## src/design/bracketed_command_parser_assert.svh

```systemverilog
// Assertion macros shared by the bracketed command parser modules.
`ifndef BRACKETED_COMMAND_PARSER_ASSERT_SVH
`define BRACKETED_COMMAND_PARSER_ASSERT_SVH

// Same-cycle implication, checked only out of reset.
`define BCP_ASSERT_NOW(label, clk, rst_n, ante, cons, msg) \
  label: assert property (@(posedge clk) disable iff (!rst_n) (ante) |-> (cons)) \
    else $error(msg);

// Next-cycle implication, checked only out of reset.
`define BCP_ASSERT_NEXT(label, clk, rst_n, ante, cons, msg) \
  label: assert property (@(posedge clk) disable iff (!rst_n) (ante) |=> (cons)) \
    else $error(msg);

`endif

```

## src/design/bcp_pkg.sv

```systemverilog
// Package with the result type, character codes and token phase codes of the parser.
`timescale 1ns / 1ps
package bcp_pkg;

  typedef struct packed {
    logic [1:0]  count;
    logic [31:0] id;
    logic [31:0] arg;
  } bcp_result_t;

  localparam logic [7:0] CH_NUL   = 8'h00;
  localparam logic [7:0] CH_TAB   = 8'h09;
  localparam logic [7:0] CH_CR    = 8'h0D;
  localparam logic [7:0] CH_SPACE = 8'h20;
  localparam logic [7:0] CH_PLUS  = 8'h2B;
  localparam logic [7:0] CH_MINUS = 8'h2D;
  localparam logic [7:0] CH_ZERO  = 8'h30;
  localparam logic [7:0] CH_NINE  = 8'h39;
  localparam logic [7:0] CH_COLON = 8'h3A;
  localparam logic [7:0] CH_LT    = 8'h3C;
  localparam logic [7:0] CH_GT    = 8'h3E;

  // Token phases
  localparam logic [1:0] PH_SEP    = 2'd0;
  localparam logic [1:0] PH_START  = 2'd1;
  localparam logic [1:0] PH_DIGITS = 2'd2;
  localparam logic [1:0] PH_STOP   = 2'd3;

  localparam logic [1:0] TOK_ONE = 2'd1;
  localparam logic [1:0] TOK_TWO = 2'd2;

  localparam logic [31:0] MAG_CAP = 32'h8000_0000;
  localparam logic [31:0] POS_MAX = 32'h7FFF_FFFF;

endpackage

```

## src/design/bcp_parser.sv

```systemverilog
// Frame and token state of the parser, updated once per byte.
`timescale 1ns / 1ps
`include "bracketed_command_parser_assert.svh"
module bcp_parser
  import bcp_pkg::*;
#(
  parameter int MAX_BODY = 63
) (
  input  logic        clk,
  input  logic        rst_n,
  input  logic        step,
  input  logic [7:0]  rx_byte,
  output logic        emit,
  output bcp_result_t result
);

  localparam int BLW = $clog2(MAX_BODY + 1);
  localparam logic [BLW-1:0] MAX_LEN = BLW'(MAX_BODY);

  logic           in_frame_r, in_frame_nxt;
  logic [BLW-1:0] body_len_r, body_len_nxt;
  logic [1:0]     tok_idx_r, tok_idx_nxt;
  logic [1:0]     phase_r, phase_nxt;
  logic           neg_r, neg_nxt;
  logic [31:0]    acc_r, acc_nxt;
  logic [31:0]    first_r, first_nxt;

  logic [1:0]  ph;
  logic [31:0] acc_base;
  logic        neg_base;
  logic        is_digit;
  logic        is_ws;

  function automatic logic [31:0] final_value(input logic [31:0] mag, input logic neg);
    logic [31:0] v;
    if (neg) begin
      v = 32'd0 - mag;
    end else begin
      v = (mag > POS_MAX) ? POS_MAX : mag;
    end
    return v;
  endfunction

  // acc * 10 + digit, saturated at 2^31
  function automatic logic [31:0] mul10_sat(input logic [31:0] acc, input logic [3:0] d);
    logic [35:0] prod;
    prod = {1'b0, acc, 3'b000} + {3'b000, acc, 1'b0} + {32'd0, d};
    return (prod > {4'd0, MAG_CAP}) ? MAG_CAP : prod[31:0];
  endfunction

  assign is_digit = (rx_byte >= CH_ZERO) && (rx_byte <= CH_NINE);
  assign is_ws    = (rx_byte == CH_SPACE) || ((rx_byte >= CH_TAB) && (rx_byte <= CH_CR));
  assign emit     = in_frame_r && (rx_byte == CH_GT);

  always_comb begin
    result.count = tok_idx_r;
    result.id    = 32'd0;
    result.arg   = 32'd0;
    if (tok_idx_r == TOK_ONE) begin
      result.id = final_value(acc_r, neg_r);
    end else if (tok_idx_r == TOK_TWO) begin
      result.id  = first_r;
      result.arg = final_value(acc_r, neg_r);
    end
  end

  always_comb begin
    in_frame_nxt = in_frame_r;
    body_len_nxt = body_len_r;
    tok_idx_nxt  = tok_idx_r;
    phase_nxt    = phase_r;
    neg_nxt      = neg_r;
    acc_nxt      = acc_r;
    first_nxt    = first_r;
    ph           = phase_r;
    acc_base     = acc_r;
    neg_base     = neg_r;

    if (!in_frame_r) begin
      if (rx_byte == CH_LT) begin
        in_frame_nxt = 1'b1;
        body_len_nxt = '0;
        tok_idx_nxt  = 2'd0;
        phase_nxt    = PH_SEP;
        neg_nxt      = 1'b0;
        acc_nxt      = 32'd0;
        first_nxt    = 32'd0;
      end
    end else if (rx_byte == CH_GT) begin
      // close the frame and clear everything
      in_frame_nxt = 1'b0;
      body_len_nxt = '0;
      tok_idx_nxt  = 2'd0;
      phase_nxt    = PH_SEP;
      neg_nxt      = 1'b0;
      acc_nxt      = 32'd0;
      first_nxt    = 32'd0;
    end else if (body_len_r < MAX_LEN) begin
      if (rx_byte == CH_NUL) begin
        // a zero byte ends the counted body
        body_len_nxt = MAX_LEN;
      end else begin
        body_len_nxt = body_len_r + BLW'(1);
        if (rx_byte == CH_COLON) begin
          if (phase_r != PH_SEP && tok_idx_r == TOK_ONE) begin
            first_nxt = final_value(acc_r, neg_r);
            acc_nxt   = 32'd0;
            neg_nxt   = 1'b0;
          end
          phase_nxt = PH_SEP;
        end else if (phase_r == PH_SEP && tok_idx_r == TOK_TWO) begin
          // third and later tokens are dropped
          phase_nxt = PH_STOP;
        end else begin
          if (phase_r == PH_SEP) begin
            tok_idx_nxt = tok_idx_r + 2'd1;
            ph          = PH_START;
            acc_base    = 32'd0;
            neg_base    = 1'b0;
          end
          acc_nxt   = acc_base;
          neg_nxt   = neg_base;
          phase_nxt = ph;
          if (ph != PH_STOP) begin
            if (is_digit) begin
              acc_nxt   = mul10_sat(acc_base, rx_byte[3:0]);
              phase_nxt = PH_DIGITS;
            end else if (ph == PH_START && is_ws) begin
              phase_nxt = PH_START;
            end else if (ph == PH_START && (rx_byte == CH_PLUS || rx_byte == CH_MINUS)) begin
              neg_nxt   = (rx_byte == CH_MINUS);
              phase_nxt = PH_DIGITS;
            end else begin
              phase_nxt = PH_STOP;
            end
          end
        end
      end
    end
  end

  always_ff @(posedge clk) begin
    if (!rst_n) begin
      in_frame_r <= 1'b0;
      body_len_r <= '0;
      tok_idx_r  <= 2'd0;
      phase_r    <= PH_SEP;
      neg_r      <= 1'b0;
      acc_r      <= 32'd0;
      first_r    <= 32'd0;
    end else if (step) begin
      in_frame_r <= in_frame_nxt;
      body_len_r <= body_len_nxt;
      tok_idx_r  <= tok_idx_nxt;
      phase_r    <= phase_nxt;
      neg_r      <= neg_nxt;
      acc_r      <= acc_nxt;
      first_r    <= first_nxt;
    end
  end

  `BCP_ASSERT_NOW(a_body_len_bound, clk, rst_n, 1'b1, body_len_r <= MAX_LEN, "body length past limit")
  `BCP_ASSERT_NOW(a_tok_idx_bound, clk, rst_n, 1'b1, tok_idx_r != 2'd3, "token index past two")
  `BCP_ASSERT_NOW(a_idle_clear, clk, rst_n, !in_frame_r, tok_idx_r == 2'd0 && acc_r == 32'd0 && body_len_r == '0, "state not clear outside frame")
  `BCP_ASSERT_NEXT(a_close_clears, clk, rst_n, step && emit, !in_frame_r && tok_idx_r == 2'd0, "frame not closed after end bracket")

endmodule

```

## src/design/bracketed_command_parser.sv

```systemverilog
// Top level: input byte register, parser state and result register.
//
//  channel | ports                                          | role
//  --------+------------------------------------------------+-------------------------
//  in      | in_valid, in_ready, in_rx_byte                 | one received byte
//  out     | out_valid, out_ready, out_parsed_count,        | one result per closing '>'
//          | out_id_value, out_arg_value                    |
//
// One byte per cycle sustained unless a closing '>' waits on a stalled result; a byte's
// result (if any) is loaded into the result register as the byte leaves the input register.
// Rate is set by the combinational multiply-by-ten and saturate on the accumulator.
// Synchronous active-low reset clears the frame state and both valid flags.
// A stalled result holds only a closing '>' in the input register; other bytes
// keep flowing until such a '>' arrives, which then blocks the input until the
// result is taken.
`timescale 1ns / 1ps
`include "bracketed_command_parser_assert.svh"
module bracketed_command_parser
  import bcp_pkg::*;
#(
  parameter int MAX_BODY = 63
) (
  input  logic               clk,
  input  logic               rst_n,
  input  logic               in_valid,
  output logic               in_ready,
  input  logic [7:0]         in_rx_byte,
  output logic               out_valid,
  input  logic               out_ready,
  output logic [1:0]         out_parsed_count,
  output logic signed [31:0] out_id_value,
  output logic signed [31:0] out_arg_value
);

  logic        in_v_r;
  logic [7:0]  in_byte_r;
  logic        out_v_r;
  bcp_result_t out_res_r;

  logic        emit;
  logic        advance;
  logic        out_free;
  bcp_result_t res;

  bcp_parser #(
    .MAX_BODY (MAX_BODY)
  ) u_parser (
    .clk     (clk),
    .rst_n   (rst_n),
    .step    (advance),
    .rx_byte (in_byte_r),
    .emit    (emit),
    .result  (res)
  );

  assign out_free = !out_v_r || out_ready;
  // hold a closing byte while the result register is still full
  assign advance  = in_v_r && (!emit || out_free);
  assign in_ready = !in_v_r || advance;

  always_ff @(posedge clk) begin
    if (!rst_n) begin
      in_v_r <= 1'b0;
    end else if (in_ready) begin
      in_v_r <= in_valid;
    end
  end

  always_ff @(posedge clk) begin
    if (in_ready && in_valid) begin
      in_byte_r <= in_rx_byte;
    end
  end

  always_ff @(posedge clk) begin
    if (!rst_n) begin
      out_v_r <= 1'b0;
    end else if (advance && emit) begin
      out_v_r <= 1'b1;
    end else if (out_ready) begin
      out_v_r <= 1'b0;
    end
  end

  always_ff @(posedge clk) begin
    if (advance && emit) begin
      out_res_r <= res;
    end
  end

  assign out_valid        = out_v_r;
  assign out_parsed_count = out_res_r.count;
  assign out_id_value     = $signed(out_res_r.id);
  assign out_arg_value    = $signed(out_res_r.arg);

  `BCP_ASSERT_NOW(a_no_overwrite, clk, rst_n, advance && emit, out_free, "result overwritten")
  `BCP_ASSERT_NOW(a_empty_ready, clk, rst_n, !in_v_r, in_ready, "empty input stage not ready")
  `BCP_ASSERT_NOW(a_count_range, clk, rst_n, out_v_r, out_res_r.count != 2'd3, "count out of range")

endmodule
```

## config.mk

```make
export PLATFORM = sky130hd
export DESIGN_NAME = bracketed_command_parser
export DESIGN_NICKNAME = d
export VERILOG_FILES = /design/src/design/bcp_pkg.sv /design/src/design/bcp_parser.sv /design/src/design/bracketed_command_parser.sv
export VERILOG_INCLUDE_DIRS = /design/src /design/src/design
export SDC_FILE = /design/constraint.sdc
export NUM_CORES = 1
export LEC_CHECK = 0
export BUFFER_PORTS_ARGS = -buffer_cell sky130_fd_sc_hd__buf_2
export CORE_MARGIN = 5
export CORE_UTILIZATION = 60
export CTS_BUF_LIST = sky130_fd_sc_hd__clkbuf_8
export DETAILED_ROUTE_END_ITERATION = 10
export PLACE_DENSITY = 0.8
export SLEW_MARGIN = 20
export SYNTH_ARGS = -nofsm -noshare
export SYNTH_HDL_FRONTEND = slang
export SYNTH_SLANG_ARGS = --single-unit
```

## constraint.sdc

```tcl
create_clock -name clk -period 5.78 [get_ports clk]
set_input_delay 0 -clock clk [delete_from_list [all_inputs] [get_ports clk]]
set_output_delay 0 -clock clk [all_outputs]
set_load 0.02 [all_outputs]
```

After elaboration in Yosys (flattened, before gate mapping)
Cells that the tools add are included.

word-level totals
  bits in registers = 152
  logic and storage cells = 150
  output and inout bits = 68

cells by class
  bitwise gates (word level) = 1
  equal/unequal tests = 19
  $add $sub $neg = 5
  multiplexer cells = 76
  reductions and logical operators = 29
  order comparisons = 7

operator list
  operator                                                                             count
  32-bit 2-to-1 mux                                                                    27
  64-bit 2-to-1 mux                                                                    1
  8-bit by 6-bit equality test with 1-bit output, second input constant                6
  2-bit 2-to-1 mux                                                                     24
  35-bit by 33-bit adder with 36-bit output                                            1
  36-bit by 4-bit adder with 36-bit output                                             1
  36-bit by 32-bit > comparator with 1-bit output, second input constant               1
  32-bit by 31-bit > comparator with 1-bit output, second input constant               1
  1-bit by 32-bit subtractor with 32-bit output, first input constant                  1
  6-bit 2-to-1 mux                                                                     5
  3-bit inequality test, second input constant                                         7
  1-bit 2-to-1 mux                                                                     19
  6-bit AND reduction                                                                  2
  1-bit logical AND                                                                    10
  8-bit by 4-bit greater-or-equal comparator with 1-bit output, second input constant  1
  8-bit by 6-bit greater-or-equal comparator with 1-bit output, second input constant  1
  8-bit by 4-bit less-or-equal comparator with 1-bit output, second input constant     1
  8-bit by 6-bit less-or-equal comparator with 1-bit output, second input constant     1
  8-bit zero test                                                                      1
  4-bit inequality test, second input constant                                         2
  7-bit AND reduction                                                                  1
  6-bit by 1-bit adder with 6-bit output, second input constant                        1
  6-bit < comparator, second input constant                                            1
  2-bit nonzero test                                                                   3
  11 further kinds                                                                     18

Depth between registers and ports, before layout
  depth after elaboration = 20
  mapped depth = 17
  mapped depth without buffers = 15

Hierarchy
A second synthesis with hierarchy kept.

unflattened totals
  cell total of the unflattened synthesis = 1131
  area, all modules = 9873.2 um2

modules (own cells, without submodules)
  module                    cells each  area each (um2)  times used  sequential area each (um2)
  bcp_parser                1045        7533.5           1           1521.5
  bracketed_command_parser  86          2339.7           1           2262.2

Worst setup path before layout
No wires, ideal clock.

  kind = flip-flop to flip-flop
  start = register in_byte_r[6]
  end = register out_res_r (netlist bit out_arg_value[0]) (enable)
  buffers on the path = 1
  arrival = 3881 ps
  period minus slack after synthesis = 4371 ps
  slack = 1409 ps
  setup time = 490 ps
  stages on the path, launching flop included = 6
  required time = 5290 ps
  cell sequence = edfxtp_1 > nand4bb_1 > clkbuf_1 > nor2_1 > nand3_1 > nor2_1

between the ends
  word-level cells in the longest chain between the ends = 6

RTL lines
  item                                              RTL line                        source
  start: declaration                                bracketed_command_parser.sv:36  logic [7:0] in_byte_r;
  start signal: assignment                          bracketed_command_parser.sv:71  in_byte_r <= in_rx_byte;
  8-bit by 6-bit equality test with 1-bit output *  bcp_parser.sv:53                assign emit = in_frame_r && (rx_byte == CH_GT);
  1-bit logical AND *                               bcp_parser.sv:53
  1-bit zero test                                   bracketed_command_parser.sv:58  assign advance = in_v_r && (!emit || out_free);
  1-bit logical OR                                  bracketed_command_parser.sv:58
  1-bit logical AND                                 bracketed_command_parser.sv:58
  1-bit logical AND *                               bracketed_command_parser.sv:86  if (advance && emit) begin
  end signal: assignment                            bracketed_command_parser.sv:87  out_res_r <= res;
  end: declaration                                  bracketed_command_parser.sv:38  bcp_result_t out_res_r;

Mark *: on every way between the ends. The rest lies on a longest branch, timed or not.
A chain may end at the register's enable or synchronous reset.

Worst setup path in the final report
  start = register u_parser.phase_r[1]
  end = register u_parser.acc_r[31]

between the ends
  word-level cells in the longest chain between the ends = 20
  elaborated cells between the ends (all ways) = 34
  those cells by class = add/sub: 2; order compare: 1; eq/ne: 3; mux: 23; reduce/logical: 5

RTL lines
  item                      RTL line                              source
  start: declaration        bcp_parser.sv:23                      logic [1:0] phase_r, phase_nxt;
  start signal: assignment  bcp_parser.sv:155                     phase_r <= phase_nxt;
  2-bit zero test           bcp_parser.sv:111, bcp_parser.sv:115
  32-bit 2-to-1 mux         bcp_parser.sv:115                     if (phase_r == PH_SEP) begin
  32-bit 2-to-1 mux         bcp_parser.sv:111                     end else if (phase_r == PH_SEP && tok_idx_r == TOK_TWO) begin
  32-bit 2-to-1 mux         bcp_parser.sv:104                     if (rx_byte == CH_COLON) begin
  32-bit 2-to-1 mux         bcp_parser.sv:99                      if (rx_byte == CH_NUL) begin
  32-bit 2-to-1 mux         bcp_parser.sv:98                      end else if (body_len_r < MAX_LEN) begin
  32-bit 2-to-1 mux         bcp_parser.sv:89                      end else if (rx_byte == CH_GT) begin
  32-bit 2-to-1 mux         bcp_parser.sv:79                      if (!in_frame_r) begin
  [4 not listed]            -
  32-bit 2-to-1 mux         bcp_parser.sv:125                     if (is_digit) begin
  32-bit 2-to-1 mux         bcp_parser.sv:124                     if (ph != PH_STOP) begin
  32-bit 2-to-1 mux         bcp_parser.sv:111
  32-bit 2-to-1 mux         bcp_parser.sv:104
  32-bit 2-to-1 mux         bcp_parser.sv:99
  32-bit 2-to-1 mux         bcp_parser.sv:98
  32-bit 2-to-1 mux         bcp_parser.sv:89
  32-bit 2-to-1 mux         bcp_parser.sv:79
  end signal: assignment    bcp_parser.sv:157                     acc_r <= acc_nxt;
  end: declaration          bcp_parser.sv:25                      logic [31:0] acc_r, acc_nxt;

Parallel ways exist; a longest one is shown, timed or not. The select of a mux whose other input is x is not followed.

==> results.tsv <==
metric	value	unit
Final Max Slew Viols	0	
power per cell area	198.6	nW/um^2
most frequent CP cell	a21oi_1	
CTS Buf Count	17	
beginning of the worst hold path	rst_n	
GPL Wtd Cong	0.9619	
Reg2Reg Launch Point	u_parser.phase_r[1]	
share of cells above drive strength 1	12.59	%
Synth Net Count	1127	
core area	15260	sq um
# Post-CTS Setup Buffers	0	
DR pass1 iterations	5	
Bufs and invs on worst path	1	
DR iter-0 viols	826	
Synth Warn #	0	
clk sinks	152	
root buf cell	clkbuf_8	
post-DP HPWL	15950	microns
CTS clk-pin slew, worst paths	90	ps
Via Count	8024	
Crit path max-delay family	compound AO/OA/AOI/OAI gates	
global-route wire length before repair	36080	microns
CP max stage cell	a2111oi_4	
number of global-route vias before repair	7221	
endpoints failing hold	0	
post-synthesis sequential area ratio	40.37	%
post-synthesis mux area share	2.416	%
synth top area cells	edfxtp_1 24%, dfxtp_1 17%, ha_1 9.1%	
num ports	80	
area growth from synthesis to layout	11.25	%
most frequent cell after synthesis	nand2_1	
IO Port Bufs	79	
Post-synth ARST share	0	%
# DRC	0	
H-tree Lvls	4	
Die H	135.0	microns
WP depth	14	
leakage	4.228	nW
Cell Area, Placed	9873	sq um
Mapped Area	9373	sq um
xor-xnor portion of the synthesized cell area	2.616	%
Worst Setup End Kind	register	
worst skew pair latency	470	ps
library cells used by synthesis	70	
CP Max Fanout	37	
CP arrival	5370	ps
RSZ-0062 raised after global routing	false	
Die Span X	135.0	microns
Synth Area in Compound Gates	20.66	%
worst slew pin tran	990.4	ps
antenna violations before repair	1	
Hold WS	134.4	ps
critical path, cell by cell	or2_2, and2_1, ha_1, ha_1, a21oi_1, o21ai_0, o2111ai_1, a21oi_1, a221oi_1, o21ai_0, a2111oi_4, buf_4, a21oi_1, o21bai_1	
Detail Route Antenna Nets	0	
grt ovf	0	
Hold Path Class	input port to register	
Final setup viols	0	
fin worst setup slack	750.2	ps
Synth top area share	23.71	%
Syn Area/Cell	8.961	sq um
fin nets	1180	
Syn Inst Count	1046	
fin crit period	5030	ps
CTS tree	built	
path type of the worst setup path	register to register	
GR Util All Layers	24.42	%
Yosys top cell by area	edfxtp_1	
Total Wirelength	22300	microns
worst vdd ir	0.1406	mV
area share of fa/ha/maj cells after synthesis	9.291	%
R2R Path End	u_parser.acc_r[31]	
Hold Path End	u_parser.neg_r	
setup slack, reg-to-reg	750	ps
Simple-Gate Fraction of Synth Area	21.07	%
Starting Density	61.43	%
FF-to-FF path depth	14	
Worst setup SP type	register	
Max Cap Viol	0	
vias per inst	6.065	
Relative slew margins	33.73	%
Antenna Cells	0	
status	complete, no violations	
largest net degree at the start of global routing	67	
Final TNS setup	0	ps
Post-synth EDFFs	74	
crit share post-route	87.02	%
main combinational cell family by area after synthesis	simple AND/OR/NAND/NOR gates	
slowest stage delay, CP	670	ps
FP Rows	45	
design area	10430	sq um
Seq cells post-synth	152	
hold path depth	2	
Worst EP required	6120	ps
Max Clock Skew	13.93	ps
synth cell count leaders	130 x nand2_1, 78 x dfxtp_1, 74 x edfxtp_1, 74 x o21ai_0, 68 x ha_1	
Fmax	198.8	MHz
wire per inst	16.86	microns
overall power	0.002071	W
die area	18220	sq um
Longest Clk Path Bufs	2	
dpl ws	865.5	ps
Post-synth top flop	dfxtp_1	
==> registers in the layout, summed over array words and instances (netlist names) <==
name,flops
u_parser.tok_idx_r,2
u_parser.in_frame_r,1
out_arg_value,32
out_parsed_count,2
u_parser.phase_r,2
in_byte_r,8
u_parser.neg_r,1
u_parser.first_r,32
u_parser.body_len_r,6
u_parser.acc_r,32
in_v_r,1
out_valid,1
out_id_value,32
==> logic make-up (layout without fill, tap and decap cells) <==
family,count (synthesis),after routing
buf+inv,86,152
flops,152,152
xor+xnor,28,28
compound gates,292,292
simple gates,397,397
mux,22,22
fa+ha+maj,69,69
==> worst register-to-register path: stages, from the launching register on <==
cell       delay (ps)
dfxtp_1           380
or2_2             530
and2_1            300
ha_1              300
ha_1              370
a21oi_1           270
o21ai_0           280
o2111ai_1         360
a21oi_1           120
a221oi_1          390
o21ai_0           350
a2111oi_4         670
buf_4             350
a21oi_1           100
o21bai_1          150
==> cell usage in the layout (no fill, tap or decap), types with 8 or more instances in the layout <==
| cell type | count |
|---|---|
| a211oi_1 | 10 |
| a21boi_0 | 16 |
| a21o_1 | 16 |
| a21oi_1 | 64 |
| a22oi_1 | 16 |
| a31oi_1 | 13 |
| a32o_1 | 20 |
| and2_1 | 57 |
| buf_2 | 79 |
| buf_4 | 10 |
| clkbuf_8 | 18 |
| dfxtp_1 | 78 |
| dlygate4sd3_1 | 11 |
| edfxtp_1 | 74 |
| ha_1 | 67 |
| inv_1 | 18 |
| mux2i_1 | 19 |
| nand2_1 | 130 |
| nand2b_1 | 11 |
| nand3_1 | 29 |
| nand4_1 | 11 |
| nor2_1 | 59 |
| nor2b_1 | 26 |
| nor3_1 | 28 |
| nor4_1 | 10 |
| o21a_1 | 8 |
| o21ai_0 | 74 |
| xnor2_1 | 19 |
| xor2_1 | 9 |
==> layout make-up <==
cell class	count	area [sq um]
Multi-Input combinational cell	808	5280
Fill cell	1209	4831
Sequential cell	152	3784
Timing Repair Buffer	100	580.6
Tap cell	211	264.0
Clock buffer	18	247.7
Clock inverter	14	196.4
Inverter	20	75.07
==> report_power, final <==
part	switching [W]	internal, W
combinational	0.0000218	0.0000207
clock	0.000437	0.000458
sequential	0.00000935	0.00112
==> what timing repair did <==
item,in CTS,in global routing
hold buffers,11,0
hold endpoints to repair,10,0
gates resized for setup,0,0
==> worst max-delay path by stage <==
stage,end,slack (ps),from
5_1_grt,u_parser.acc_r[31],460,u_parser.phase_r[1]
2_1_floorplan,out_arg_value[0],1410,in_byte_r[6]
3_5_place_dp,u_parser.acc_r[31],870,u_parser.phase_r[1]
3_3_place_gp,u_parser.acc_r[31],1070,u_parser.phase_r[1]
4_1_cts,u_parser.acc_r[31],830,u_parser.phase_r[1]
6_report,u_parser.acc_r[31],750,u_parser.phase_r[1]
==> metal layers <==
layer | part of all wire (%) | up-vias | global-route usage (%) | wire length (microns)
li1 | - | 3953 | - | -
met1 | 48 | 3750 | 35.66 | 10660
met2 | 45 | 287 | 37.27 | 9965
met3 | 6.1 | 32 | 4.918 | 1368
met4 | 1.3 | 2 | 6.271 | 296
met5 | 0.058 | - | 0 | 13
==> through the flow <==
step | std cells | utilization [%]
6_report | 1323 | 68.34
5_1_grt | 1323 | 68.34
4_1_cts | 1323 | 68.34
3_5_place_dp | 1280 | 64.71
3_3_place_gp | 1280 | 64.71
2_1_floorplan | 1046 | -
Note: power is estimated with default switching activity, not from simulation.
